**src/design/tq_pkg.sv**
```systemverilog
`timescale 1ns / 1ps
// ----------------------------------------------------------------------------
// Timer queue package
// Shared widths, opcodes, list entry, memory request, result and state types.
// ----------------------------------------------------------------------------
package tq_pkg;

   localparam int SLOTS      = 16;
   localparam int SLOT_BITS  = $clog2(SLOTS);
   localparam int CNT_BITS   = $clog2(SLOTS + 1);
   localparam int TIME_WIDTH = 31;
   localparam int ID_WIDTH   = 4;
   localparam int NUM_IDS    = 16;
   localparam int OP_WIDTH   = 2;
   localparam int AMT_WIDTH  = 31;

   localparam int REQ_TDATA_WIDTH = 40;
   localparam int REQ_PAD         = REQ_TDATA_WIDTH - (ID_WIDTH + AMT_WIDTH);
   localparam int RSP_TDATA_WIDTH = 40;
   localparam int RSP_PAD         = RSP_TDATA_WIDTH - (ID_WIDTH + 2 + AMT_WIDTH);

   localparam logic [OP_WIDTH-1:0] OP_SUBMIT = 2'd0;
   localparam logic [OP_WIDTH-1:0] OP_TICK   = 2'd1;
   localparam logic [OP_WIDTH-1:0] OP_CANCEL = 2'd2;

   typedef struct packed {
      logic [ID_WIDTH-1:0]   id;
      logic [TIME_WIDTH-1:0] wait_us;
   } entry_type;

   typedef struct packed {
      logic                 rd_en;
      logic [SLOT_BITS-1:0] rd_addr;
      logic                 wr_en;
      logic [SLOT_BITS-1:0] wr_addr;
      entry_type            wr_data;
   } mem_req_type;

   typedef struct packed {
      logic                  expired_valid;
      logic [ID_WIDTH-1:0]   expired_id;
      logic                  last;
      logic                  was_pending;
      logic                  head_valid;
      logic [TIME_WIDTH-1:0] head_wait;
   } result_type;

   typedef enum logic [3:0] {
      ST_IDLE,
      ST_RM_RD,
      ST_RM_CHK,
      ST_RM_END,
      ST_INS_RD,
      ST_INS_CHK,
      ST_INS_END,
      ST_TK_RD,
      ST_TK_SUB,
      ST_HEAD_RD,
      ST_HEAD_WAIT,
      ST_SINGLE,
      ST_EM_RD,
      ST_EM_OUT
   } state_type;

   function automatic logic [AMT_WIDTH-1:0] to_port_time(input logic [TIME_WIDTH-1:0] t);
      return AMT_WIDTH'(t);
   endfunction

endpackage

```
**src/design/tq_store.sv**
```systemverilog
`timescale 1ns / 1ps
// ----------------------------------------------------------------------------
// Timer queue list store
// Ring of list entries, one write and one registered read per cycle.
// ----------------------------------------------------------------------------
module tq_store (
   input  logic                clock,
   input  tq_pkg::mem_req_type mem_req,
   output tq_pkg::entry_type   rd_data
);

   tq_pkg::entry_type mem_ff [tq_pkg::SLOTS];
   tq_pkg::entry_type rd_data_ff;

   always_ff @(posedge clock) begin
      if (mem_req.wr_en) begin
         mem_ff[mem_req.wr_addr] <= mem_req.wr_data;
      end
      // hold read data until the next read so a stalled result stays put
      if (mem_req.rd_en) begin
         rd_data_ff <= mem_ff[mem_req.rd_addr];
      end
   end

   assign rd_data = rd_data_ff;

endmodule

```
**src/design/tq_alu.sv**
```systemverilog
`timescale 1ns / 1ps
// ----------------------------------------------------------------------------
// Timer queue subtract unit
// One subtractor: saturating a - b, and b > a from its borrow.
// ----------------------------------------------------------------------------
module tq_alu (
   input  logic [tq_pkg::TIME_WIDTH-1:0] a,
   input  logic [tq_pkg::TIME_WIDTH-1:0] b,
   output logic                          b_gt_a,
   output logic [tq_pkg::TIME_WIDTH-1:0] sat_diff
);

   logic [tq_pkg::TIME_WIDTH:0] diff;

   assign diff     = {1'b0, a} - {1'b0, b};
   assign b_gt_a   = diff[tq_pkg::TIME_WIDTH];
   assign sat_diff = b_gt_a ? '0 : diff[tq_pkg::TIME_WIDTH-1:0];

endmodule

```
**src/design/tq_ctrl.sv**
```systemverilog
`timescale 1ns / 1ps
// ----------------------------------------------------------------------------
// Timer queue sequencer
// Walk the sorted ring entry by entry for remove, insert and tick.
// ----------------------------------------------------------------------------
module tq_ctrl (
   input  logic                          clock,
   input  logic                          reset,
   input  logic                          req_valid,
   output logic                          req_ready,
   input  logic [tq_pkg::OP_WIDTH-1:0]   req_opcode,
   input  logic [tq_pkg::ID_WIDTH-1:0]   req_id,
   input  logic [tq_pkg::TIME_WIDTH-1:0] req_amt,
   output logic                          res_valid,
   input  logic                          res_ready,
   output tq_pkg::result_type            res,
   output tq_pkg::mem_req_type           mem_req,
   input  tq_pkg::entry_type             rd_data,
   output logic [tq_pkg::TIME_WIDTH-1:0] alu_b,
   input  logic                          alu_b_gt_a,
   input  logic [tq_pkg::TIME_WIDTH-1:0] alu_sat
);

   tq_pkg::state_type                state_ff, state_in;
   logic [tq_pkg::OP_WIDTH-1:0]      op_ff, op_in;
   logic [tq_pkg::ID_WIDTH-1:0]      id_ff, id_in;
   logic [tq_pkg::TIME_WIDTH-1:0]    amt_ff, amt_in;
   logic [tq_pkg::CNT_BITS-1:0]      idx_ff, idx_in;
   logic [tq_pkg::CNT_BITS-1:0]      zcnt_ff, zcnt_in;
   logic [tq_pkg::CNT_BITS-1:0]      cnt_ff, cnt_in;
   logic [tq_pkg::SLOT_BITS-1:0]     hd_ff, hd_in;
   logic [tq_pkg::NUM_IDS-1:0]       mark_ff, mark_in;
   logic                             found_ff, found_in;
   logic                             wp_ff, wp_in;
   logic                             headv_ff, headv_in;
   logic [tq_pkg::TIME_WIDTH-1:0]    headt_ff, headt_in;
   logic [tq_pkg::SLOT_BITS-1:0]     addr_idx, addr_prev;
   logic [tq_pkg::CNT_BITS-1:0]      idx_prev;
   logic                             em_last;

   assign idx_prev  = idx_ff - tq_pkg::CNT_BITS'(1);
   assign addr_idx  = hd_ff + idx_ff[tq_pkg::SLOT_BITS-1:0];
   assign addr_prev = hd_ff + idx_prev[tq_pkg::SLOT_BITS-1:0];
   assign em_last   = (idx_ff + tq_pkg::CNT_BITS'(1)) == zcnt_ff;
   assign alu_b     = amt_ff;

   always_ff @(posedge clock) begin
      if (reset) begin
         state_ff <= tq_pkg::ST_IDLE;
         cnt_ff   <= '0;
         hd_ff    <= '0;
         mark_ff  <= '0;
         headv_ff <= 1'b0;
         headt_ff <= '0;
      end else begin
         state_ff <= state_in;
         cnt_ff   <= cnt_in;
         hd_ff    <= hd_in;
         mark_ff  <= mark_in;
         headv_ff <= headv_in;
         headt_ff <= headt_in;
      end
   end

   always_ff @(posedge clock) begin
      op_ff    <= op_in;
      id_ff    <= id_in;
      amt_ff   <= amt_in;
      idx_ff   <= idx_in;
      zcnt_ff  <= zcnt_in;
      found_ff <= found_in;
      wp_ff    <= wp_in;
   end

   always_comb begin
      state_in  = state_ff;
      op_in     = op_ff;
      id_in     = id_ff;
      amt_in    = amt_ff;
      idx_in    = idx_ff;
      zcnt_in   = zcnt_ff;
      cnt_in    = cnt_ff;
      hd_in     = hd_ff;
      mark_in   = mark_ff;
      found_in  = found_ff;
      wp_in     = wp_ff;
      headv_in  = headv_ff;
      headt_in  = headt_ff;
      req_ready = 1'b0;
      res_valid = 1'b0;
      mem_req   = '0;

      res.expired_valid = 1'b0;
      res.expired_id    = '0;
      res.last          = 1'b1;
      res.was_pending   = wp_ff;
      res.head_valid    = headv_ff;
      res.head_wait     = headt_ff;

      unique case (state_ff)
         tq_pkg::ST_IDLE: begin
            req_ready = 1'b1;
            if (req_valid) begin
               op_in    = req_opcode;
               id_in    = req_id;
               amt_in   = req_amt;
               idx_in   = '0;
               zcnt_in  = '0;
               found_in = 1'b0;
               wp_in    = 1'b0;
               case (req_opcode) inside
                  tq_pkg::OP_SUBMIT, tq_pkg::OP_CANCEL: begin
                     wp_in = mark_ff[req_id];
                     if (mark_ff[req_id]) begin
                        state_in = tq_pkg::ST_RM_RD;
                     end else if (req_opcode == tq_pkg::OP_SUBMIT &&
                                  cnt_ff < tq_pkg::CNT_BITS'(tq_pkg::SLOTS)) begin
                        idx_in   = cnt_ff;
                        state_in = tq_pkg::ST_INS_RD;
                     end else begin
                        state_in = tq_pkg::ST_HEAD_RD;
                     end
                  end
                  tq_pkg::OP_TICK: begin
                     state_in = tq_pkg::ST_TK_RD;
                  end
                  default: begin
                     state_in = tq_pkg::ST_HEAD_RD;
                  end
               endcase
            end
         end

         // remove: scan for the id, then pull every later entry down by one
         tq_pkg::ST_RM_RD: begin
            if (idx_ff < cnt_ff) begin
               mem_req.rd_en   = 1'b1;
               mem_req.rd_addr = addr_idx;
               state_in        = tq_pkg::ST_RM_CHK;
            end else begin
               state_in = tq_pkg::ST_RM_END;
            end
         end

         tq_pkg::ST_RM_CHK: begin
            if (found_ff) begin
               mem_req.wr_en   = 1'b1;
               mem_req.wr_addr = addr_prev;
               mem_req.wr_data = rd_data;
            end else if (rd_data.id == id_ff) begin
               found_in = 1'b1;
            end
            idx_in   = idx_ff + tq_pkg::CNT_BITS'(1);
            state_in = tq_pkg::ST_RM_RD;
         end

         tq_pkg::ST_RM_END: begin
            if (cnt_ff != '0) begin
               cnt_in = cnt_ff - tq_pkg::CNT_BITS'(1);
            end
            mark_in[id_ff] = 1'b0;
            if (op_ff == tq_pkg::OP_SUBMIT) begin
               idx_in   = cnt_in;
               state_in = tq_pkg::ST_INS_RD;
            end else begin
               state_in = tq_pkg::ST_HEAD_RD;
            end
         end

         // insert: walk down from the tail, shifting up until the slot fits
         tq_pkg::ST_INS_RD: begin
            if (idx_ff == '0) begin
               mem_req.wr_en           = 1'b1;
               mem_req.wr_addr         = addr_idx;
               mem_req.wr_data.id      = id_ff;
               mem_req.wr_data.wait_us = amt_ff;
               state_in                = tq_pkg::ST_INS_END;
            end else begin
               mem_req.rd_en   = 1'b1;
               mem_req.rd_addr = addr_prev;
               state_in        = tq_pkg::ST_INS_CHK;
            end
         end

         tq_pkg::ST_INS_CHK: begin
            mem_req.wr_en   = 1'b1;
            mem_req.wr_addr = addr_idx;
            if (alu_b_gt_a) begin
               mem_req.wr_data.id      = id_ff;
               mem_req.wr_data.wait_us = amt_ff;
               state_in                = tq_pkg::ST_INS_END;
            end else begin
               mem_req.wr_data = rd_data;
               idx_in          = idx_prev;
               state_in        = tq_pkg::ST_INS_RD;
            end
         end

         tq_pkg::ST_INS_END: begin
            cnt_in         = cnt_ff + tq_pkg::CNT_BITS'(1);
            mark_in[id_ff] = 1'b1;
            state_in       = tq_pkg::ST_HEAD_RD;
         end

         // tick: saturate every entry down; expired ones form a prefix
         tq_pkg::ST_TK_RD: begin
            if (idx_ff < cnt_ff) begin
               mem_req.rd_en   = 1'b1;
               mem_req.rd_addr = addr_idx;
               state_in        = tq_pkg::ST_TK_SUB;
            end else begin
               state_in = tq_pkg::ST_HEAD_RD;
            end
         end

         tq_pkg::ST_TK_SUB: begin
            mem_req.wr_en           = 1'b1;
            mem_req.wr_addr         = addr_idx;
            mem_req.wr_data.id      = rd_data.id;
            mem_req.wr_data.wait_us = alu_sat;
            if (alu_sat == '0) begin
               zcnt_in = zcnt_ff + tq_pkg::CNT_BITS'(1);
            end
            idx_in   = idx_ff + tq_pkg::CNT_BITS'(1);
            state_in = tq_pkg::ST_TK_RD;
         end

         // head after the step sits just past the expired prefix
         tq_pkg::ST_HEAD_RD: begin
            idx_in = '0;
            if (cnt_ff > zcnt_ff) begin
               mem_req.rd_en   = 1'b1;
               mem_req.rd_addr = hd_ff + zcnt_ff[tq_pkg::SLOT_BITS-1:0];
               state_in        = tq_pkg::ST_HEAD_WAIT;
            end else begin
               headv_in = 1'b0;
               headt_in = '0;
               state_in = (zcnt_ff != '0) ? tq_pkg::ST_EM_RD : tq_pkg::ST_SINGLE;
            end
         end

         tq_pkg::ST_HEAD_WAIT: begin
            headv_in = 1'b1;
            headt_in = rd_data.wait_us;
            state_in = (zcnt_ff != '0) ? tq_pkg::ST_EM_RD : tq_pkg::ST_SINGLE;
         end

         tq_pkg::ST_SINGLE: begin
            res_valid = 1'b1;
            if (res_ready) begin
               state_in = tq_pkg::ST_IDLE;
            end
         end

         tq_pkg::ST_EM_RD: begin
            mem_req.rd_en   = 1'b1;
            mem_req.rd_addr = addr_idx;
            state_in        = tq_pkg::ST_EM_OUT;
         end

         tq_pkg::ST_EM_OUT: begin
            res_valid         = 1'b1;
            res.expired_valid = 1'b1;
            res.expired_id    = rd_data.id;
            res.last          = em_last;
            res.was_pending   = 1'b0;
            if (res_ready) begin
               mark_in[rd_data.id] = 1'b0;
               if (em_last) begin
                  // drop the expired prefix by advancing the ring head
                  hd_in    = hd_ff + zcnt_ff[tq_pkg::SLOT_BITS-1:0];
                  cnt_in   = cnt_ff - zcnt_ff;
                  state_in = tq_pkg::ST_IDLE;
               end else begin
                  idx_in   = idx_ff + tq_pkg::CNT_BITS'(1);
                  state_in = tq_pkg::ST_EM_RD;
               end
            end
         end

         default: begin
            state_in = tq_pkg::ST_IDLE;
         end
      endcase
   end

endmodule

```
**src/design/sorted_timer_queue.sv**
```systemverilog
`timescale 1ns / 1ps
// ----------------------------------------------------------------------------
// Sorted timer queue
// Up to 16 timers kept in a ring sorted by remaining time; submit, tick and
// cancel walk the ring through one subtractor under a small sequencer.
// ----------------------------------------------------------------------------
//
//  channel | ports  | direction | carries
//  --------+--------+-----------+------------------------------------------
//  request | req_*  | in        | opcode on tuser, task id and amount on tdata
//  result  | rsp_*  | out       | expiry, pending and head state; tlast ends
//
//  Passes: each pass over the list visits stored timers one at a time, with
//  a registered read of the list memory, then one compare/subtract and write.
//  Submit of a pending id runs a remove pass and an insert pass; tick runs
//  one pass plus a read and a result per expired timer; every op adds a
//  head lookup and a result.
//  Reset: synchronous; empties the list at once (count, ring head, marks).
//  Stalls: a held result blocks the sequencer; no request is taken until
//  the last result of the current one has been transferred into the output
//  register.
//
module sorted_timer_queue (
   input  logic        clock,
   input  logic        reset,
   input  logic        req_tvalid,
   output logic        req_tready,
   input  logic [39:0] req_tdata,   // task_id[3:0], amount_us[34:4], zero fill
   input  logic [1:0]  req_tuser,   // opcode[1:0]
   output logic        rsp_tvalid,
   input  logic        rsp_tready,
   output logic [39:0] rsp_tdata,   // expired_id[3:0], was_pending[4],
                                    // head_valid[5], head_wait_us[36:6], zero fill
   output logic        rsp_tuser,   // expired_valid
   output logic        rsp_tlast
);

   tq_pkg::mem_req_type              mem_req;
   tq_pkg::entry_type                rd_data;
   tq_pkg::result_type               res;
   tq_pkg::result_type               rsp_ff;
   logic                             rsp_valid_ff;
   logic                             res_valid;
   logic                             res_ready;
   logic [tq_pkg::TIME_WIDTH-1:0]    alu_b;
   logic                             alu_b_gt_a;
   logic [tq_pkg::TIME_WIDTH-1:0]    alu_sat;
   logic [tq_pkg::ID_WIDTH-1:0]      req_id;
   logic [tq_pkg::TIME_WIDTH-1:0]    req_amt;

   // unpack the request; only the low TIME_WIDTH bits of the amount count
   assign req_id  = req_tdata[tq_pkg::ID_WIDTH-1:0];
   assign req_amt = req_tdata[tq_pkg::ID_WIDTH +: tq_pkg::TIME_WIDTH];

   tq_store u_store (
      .clock   (clock),
      .mem_req (mem_req),
      .rd_data (rd_data)
   );

   // shared subtractor: compare on insert, saturating decrement on tick
   tq_alu u_alu (
      .a        (rd_data.wait_us),
      .b        (alu_b),
      .b_gt_a   (alu_b_gt_a),
      .sat_diff (alu_sat)
   );

   tq_ctrl u_ctrl (
      .clock      (clock),
      .reset      (reset),
      .req_valid  (req_tvalid),
      .req_ready  (req_tready),
      .req_opcode (req_tuser),
      .req_id     (req_id),
      .req_amt    (req_amt),
      .res_valid  (res_valid),
      .res_ready  (res_ready),
      .res        (res),
      .mem_req    (mem_req),
      .rd_data    (rd_data),
      .alu_b      (alu_b),
      .alu_b_gt_a (alu_b_gt_a),
      .alu_sat    (alu_sat)
   );

   // output register: load when empty or being drained this cycle
   assign res_ready = !rsp_valid_ff || rsp_tready;

   always_ff @(posedge clock) begin
      if (reset) begin
         rsp_valid_ff <= 1'b0;
      end else if (res_ready) begin
         rsp_valid_ff <= res_valid;
      end
   end

   always_ff @(posedge clock) begin
      if (res_ready && res_valid) begin
         rsp_ff <= res;
      end
   end

   assign rsp_tvalid = rsp_valid_ff;
   assign rsp_tuser  = rsp_ff.expired_valid;
   assign rsp_tlast  = rsp_ff.last;
   assign rsp_tdata  = {{tq_pkg::RSP_PAD{1'b0}},
                        tq_pkg::to_port_time(rsp_ff.head_wait),
                        rsp_ff.head_valid,
                        rsp_ff.was_pending,
                        rsp_ff.expired_id};

endmodule
```
**config.mk**
```make
export PLATFORM = sky130hd
export DESIGN_NAME = sorted_timer_queue
export DESIGN_NICKNAME = d
export VERILOG_FILES = /design/src/design/tq_pkg.sv /design/src/design/tq_store.sv /design/src/design/tq_alu.sv /design/src/design/tq_ctrl.sv /design/src/design/sorted_timer_queue.sv
export SDC_FILE = /design/constraint.sdc
export NUM_CORES = 1
export LEC_CHECK = 0
export BUFFER_PORTS_ARGS = -buffer_cell sky130_fd_sc_hd__buf_2
export CAP_MARGIN = 20
export CORE_ASPECT_RATIO = 1.5
export CORE_MARGIN = 2
export CORE_UTILIZATION = 56
export CTS_CLUSTER_DIAMETER = 120
export DETAILED_ROUTE_END_ITERATION = 10
export PLACE_DENSITY = 0.82
export SYNTH_ARGS = -nofsm -noshare
export SYNTH_HDL_FRONTEND = slang
export SYNTH_HIERARCHICAL = 1
export SYNTH_SLANG_ARGS = --single-unit
```
**constraint.sdc**
```tcl
create_clock -name clock -period 5.3 [get_ports clock]
set_input_delay 0.265 -clock clock [delete_from_list [all_inputs] [get_ports clock]]
set_output_delay 0.265 -clock clock [all_outputs]
set_load 0.01 [all_outputs]
```
After elaboration in Yosys (flattened, before gate mapping):

Memory sizes are Yosys's and may differ from the RTL's. A register that Yosys moved wholly into a read port is not among the register bits.
Index checks and enable logic that the tools add are counted.

* register bits after elaboration: 150
* bits in writable memories: 560
* bits of input ports: 46
* output and inout bits: 44
* word-level logic and storage cells: 163
* memories kept: 1

Memory list
* u_store.mem_ff: words 16, bits a word 35, read ports 1, clocked after memory_dff 1, write ports 1, line tq_store.sv:12 `tq_pkg::entry_type mem_ff [tq_pkg::SLOTS];`

* add/sub/neg operators: 10
* order comparisons: 8
* eq/ne operators: 26
* muxes and demuxes: 62
* bitwise operators: 5
* reduce and logical (&&, ||, !) cells: 31

Operators with widths (number)
* 40-bit one-hot mux with 4 select lines: 1
* 40-bit two-way mux: 2
* 5-bit two-way mux: 16
* 31-bit two-way mux: 2
* 31-bit one-hot mux with 2 select lines: 1
* 4-bit one-hot mux with 14 select lines: 1
* 16-bit one-hot mux with 3 select lines: 1
* 4-bit two-way mux: 10
* 35-bit two-way mux: 1
* 16-bit AND: 2
* 16-bit inverter: 2
* 31-bit by 31-bit subtractor with 32-bit output: 1
* 31-bit logical NOT: 1
* 5-bit one-hot mux with 6 select lines: 1
* 4-bit == test (second input constant): 6
* 5-bit one-hot mux with 4 select lines: 1
* 4-bit by 3-bit == test with 1-bit output (second input constant): 4
* 16-bit two-way mux: 1
* 16-bit bitwise OR: 1
* 5-bit by 1-bit adder with 5-bit output (second input constant): 3
* 4-bit by 5-bit less-than comparator with 1-bit output (second input constant): 3
* 5-bit one-hot mux with 3 select lines: 1
* 1-bit two-way mux: 13
* 4-bit adder: 3
* 35 further kinds: 64

Longest topological paths before layout:

* word-level depth: 8
* gate-level depth with buffers: 15
* depth with buffers taken out: 14

Hierarchy:

Netlist, hierarchy kept.

Modules (own cells, without submodules)
* tq_store: instances 1, cells an instance 914, area an instance 22404.0 um2, sequential area each 17867.1 um2
* tq_ctrl: instances 1, cells an instance 801, area an instance 6896.6 um2, sequential area each 2692.6 um2
* tq_alu: instances 1, cells an instance 335, area an instance 2152.1 um2, sequential area each 0.0 um2
* sorted_timer_queue: instances 1, cells an instance 48, area an instance 1252.5 um2, sequential area each 1191.1 um2

Least setup slack after synthesis:

OpenSTA, ideal clock, no wires.

* path kind: reg2reg
* from: register u_ctrl/idx_ff[1] (netlist name)
* to: memory u_store/mem_ff[0][0] (netlist name), enable pin
* library setup time: 471 ps
* arrival time: 4842 ps
* data required time: 4829 ps
* path slack: -13 ps
* cell stages (with the launch flop): 12
* buffers on the path: 0
* period minus slack after synthesis: 5313 ps
* cell sequence: edfxtp_1 > inv_1 > ha_1 > inv_1 > ha_1 > a21o_1 > a21oi_1 > xnor2_1 > nand3_1 > o21ai_0 > or3b_2 > nor3_1

RTL lines
* start, declared: line tq_ctrl.sv:28 `logic [tq_pkg::CNT_BITS-1:0] idx_ff, idx_in;`
* start signal, assigned: line tq_ctrl.sv:69 `idx_ff <= idx_in;`
* end, declared: line tq_store.sv:12

==> flow_summary.yaml <==
timing:
  finClkSkew_ns: 0.0299
  relSlewSlack: 0.359
  max_freq_mhz: 215
  rsz0062_at_grt: "no"
  setup_viol: 0
  setup_tns_ns: 0
  period_minus_slack_ns: 4.64
  fin_worst_hold_slack_ns: 0.0269
  min_period_over_period: 0.876
  hold_violations: 0
  slew_violations: 0
  tightest_slew_ns: 0.948
outcome:
  status: "finished, final reports clean"
synth:
  synth.area.top_cells: "edfxtp_1 63%, mux4_2 6.0%, mux4_1 4.6%"
  syn-instance-count: 2098
  yosys_warnings: 6
  ys_types: 91
  yosys.area.top_type: "edfxtp_1"
  async_flop_share: 0
  synth_edf_count: 683
  syn_area_sq_um: 32700
  ys_ff_latch: 745
  synth_most_common_cell: "edfxtp_1"
  yosys.area.top_type_share: 0.627
  avgSynthCellArea_sq_um: 15.6
  synth_common_cells: "683 x edfxtp_1, 152 x nand2_1, 107 x a21oi_1"
  synthFlopType: "edfxtp_1"
  synth_seq_area_share: 0.665
global_route:
  track_usage: 0.286
  grt_pass1_vias: 20200
  grt_pass1_wl_um: 128000
  grt_max_degree: 117
  grt-ovfl-total: 0
  antenna_found_initial: 1
critical_path:
  crit_path_start_kind: "flop"
  crit_type: "reg -> reg"
  cp_common_cell: "inv_1"
  slowest_delay_ns: 0.63
  crit_arrival_ns: 4.92
  slowest_stage: "a211oi_4"
  required_ns: 5.58
  crit_path_end_kind: "flop"
  path_cells: "inv_1 > ha_1 > a21o_2 > a31oi_1 > o31a_1 > o21ai_2 > and4b_4 > a211oi_4 > o31ai_4 > buf_4 > a222oi_1 > inv_1"
  worstRegToRegCells: 12
  path_max_fanout: 18
route:
  postRouteAntennaNets: 0
  wire_per_inst_um: 28.6
  vias: 20300
  via_per_inst: 6.71
  wl_um: 86500
  dr.pass1.iters: 8
  drtIter0Drc: 2305
  drc: 0
power:
  p_per_area_nw_per_um2: 580
  worst_ir_drop_vdd_uv: 365
  total_leakage_power_nw: 12.4
  p_total_w: 0.0212
floorplanning:
  fp.coreArea_sq_um: 57800
  die_w_um: 201
  initial_core_util: 0.565
  die_area_sq_um: 60400
  die_height_um: 300
  ios: 90
  row_count: 108
cells_and_area:
  instances_no_fill: 3031
  area_delta_synth_final_pct: 11.9
  layout.nets: 2320
  seqCellArea_sq_um: 21800
  layout-drive-gt1-share: 0.165
  diodes: 0
  fill_cells: 3964
  multi_input_area_sq_um: 10100
worst_hold_path:
  hold_class: "in -> reg"
  holdPathStages: 3
place:
  io_buffers: 81
  globalplace.congestion: 0.944
  dp.cells: 2884
  place_hpwl_um: 51600
cts:
  tritoncts: "built"
  cts_resized: 0
  cts.sinks: 745
  ctsLongestPathBuffers: 3
  cts-root-buf: "clkbuf_16"
  clk_pin_slew_ns: 0.07
  post_cts_buffers: 0
  htree_levels: 2
  cts-buffers-inserted: 60
  clkLatencyLatePin_ns: 0.64
run:
  drv_cap: 0
## report_power, final
| part | internal (W) | total, W | switching, W |
|---|---|---|---|
| Combinational | 0.00305 | 0.00825 | 0.00520 |
| Clock | 0.00263 | 0.00474 | 0.00211 |
| Sequential | 0.00766 | 0.00823 | 0.000563 |
## through the flow
stage	setup slack [ns]	area, sq um	util
finish	0.656	36600	0.633
global route	0.547	36600	0.633
CTS	0.798	36600	0.633
detailed placement	0.834	34100	0.590
global placement	0.805	34100	0.590
floorplan	0.236	32700	-
## metal layers
metal	GRT usage	vias to the layer above	share of wire	wire length (um)
met1	0.351	10100	0.34	29700
met3	0.0377	313	0.091	7880
li1	-	8544	-	-
met4	0.158	2	0.061	5260
met2	0.492	1412	0.51	43700
met5	0	-	0.00015	13
## final cells by class
class,instances,area share
sequential,745,0.595
multi-input combinational,1139,0.276
clock buffer,61,0.0411
timing repair buffer,172,0.0364
tap,770,0.0263
clock inverter,49,0.0163
inverter,95,0.00975
## timing repair
item | CTS | global route
hold buffers | 37 | 0
endpoints found under the hold margin | 38 | 0
endpoints found under the setup margin | 0 | 0
## critical path: cells and delay by family (launching register included)
family                     cells  cell delay [ns]
AOI/OAI and AO/OA              7             2.53
and+or+nand+nor                1             0.22
adders and majority gates      1             0.33
buffers and inverters          3             0.77
DFF                            1             0.41
## final timing paths
| path | start | to | slack (ns) |
|---|---|---|---|
| hold reg to reg | u_ctrl/headt_ff[12] | rsp_tdata[18] | 0.43 |
| setup reg to reg | u_ctrl/alu_b[8] | u_store/mem_ff[8][21] | 0.66 |
| setup / recovery | u_ctrl/alu_b[8] | u_store/mem_ff[8][21] | 0.66 |
| hold / removal | rsp_tready | rsp_tvalid | 0.03 |
## flip-flops by register name (all words and copies together) (netlist names)
name             count
u_store/mem_ff     560
rsp_tdata           37
u_store/rd_data     35
u_ctrl/alu_b        31
u_ctrl/headt_ff     31
u_ctrl/mark_ff      16
u_ctrl/cnt_ff        5
u_ctrl/idx_ff        5
u_ctrl/zcnt_ff       5
u_ctrl/hd_ff         4
u_ctrl/id_ff         4
u_ctrl/state_ff      4
u_ctrl/op_ff         2
rsp_tlast            1
rsp_tuser            1
rsp_tvalid           1
u_ctrl/found_ff      1
u_ctrl/headv_ff      1
u_ctrl/wp_ff         1
## placed cells by master, fill, tap and decap left out, types with 8 or more instances in the layout
master | netlist | layout
nor4_1 | 15 | 15
nand2_1 | 152 | 152
dlygate4sd3_1 | 0 | 37
a21oi_1 | 107 | 107
xnor2_1 | 37 | 37
dfxtp_1 | 62 | 62
o21ai_0 | 44 | 44
mux4_2 | 87 | 87
nor3_1 | 30 | 26
buf_2 | 23 | 81
nand4_1 | 8 | 8
clkbuf_16 | 0 | 60
nand2b_1 | 26 | 26
clkinv_1 | 1 | 14
nand3_1 | 62 | 62
buf_12 | 11 | 12
bufinv_16 | 0 | 11
mux4_1 | 57 | 57
edfxtp_1 | 683 | 683
a21o_1 | 13 | 13
xor2_1 | 22 | 22
o21a_1 | 9 | 9
clkinv_2 | 0 | 11
inv_1 | 94 | 94
a22oi_1 | 74 | 74
nor2_4 | 1 | 14
ha_1 | 56 | 56
and2_1 | 12 | 12
o22ai_1 | 11 | 11
nor2_1 | 106 | 91
a31oi_1 | 23 | 23
buf_4 | 4 | 42
nor2b_1 | 13 | 11
o211ai_1 | 10 | 10
a222oi_1 | 31 | 31
## cell families after synthesis
group	Yosys count	synth area share
flip-flops	745	0.665
buffers and inverters	216	0.0330
other	1	0.000115
AO/OA/AOI/OAI	398	0.0849
AND/OR/NAND/NOR	469	0.0694
multiplexers	149	0.107
adder cells (fa/ha/maj)	61	0.0245
XOR/XNOR	59	0.0158
No activity file was read; power rests on OpenSTA's default activity.
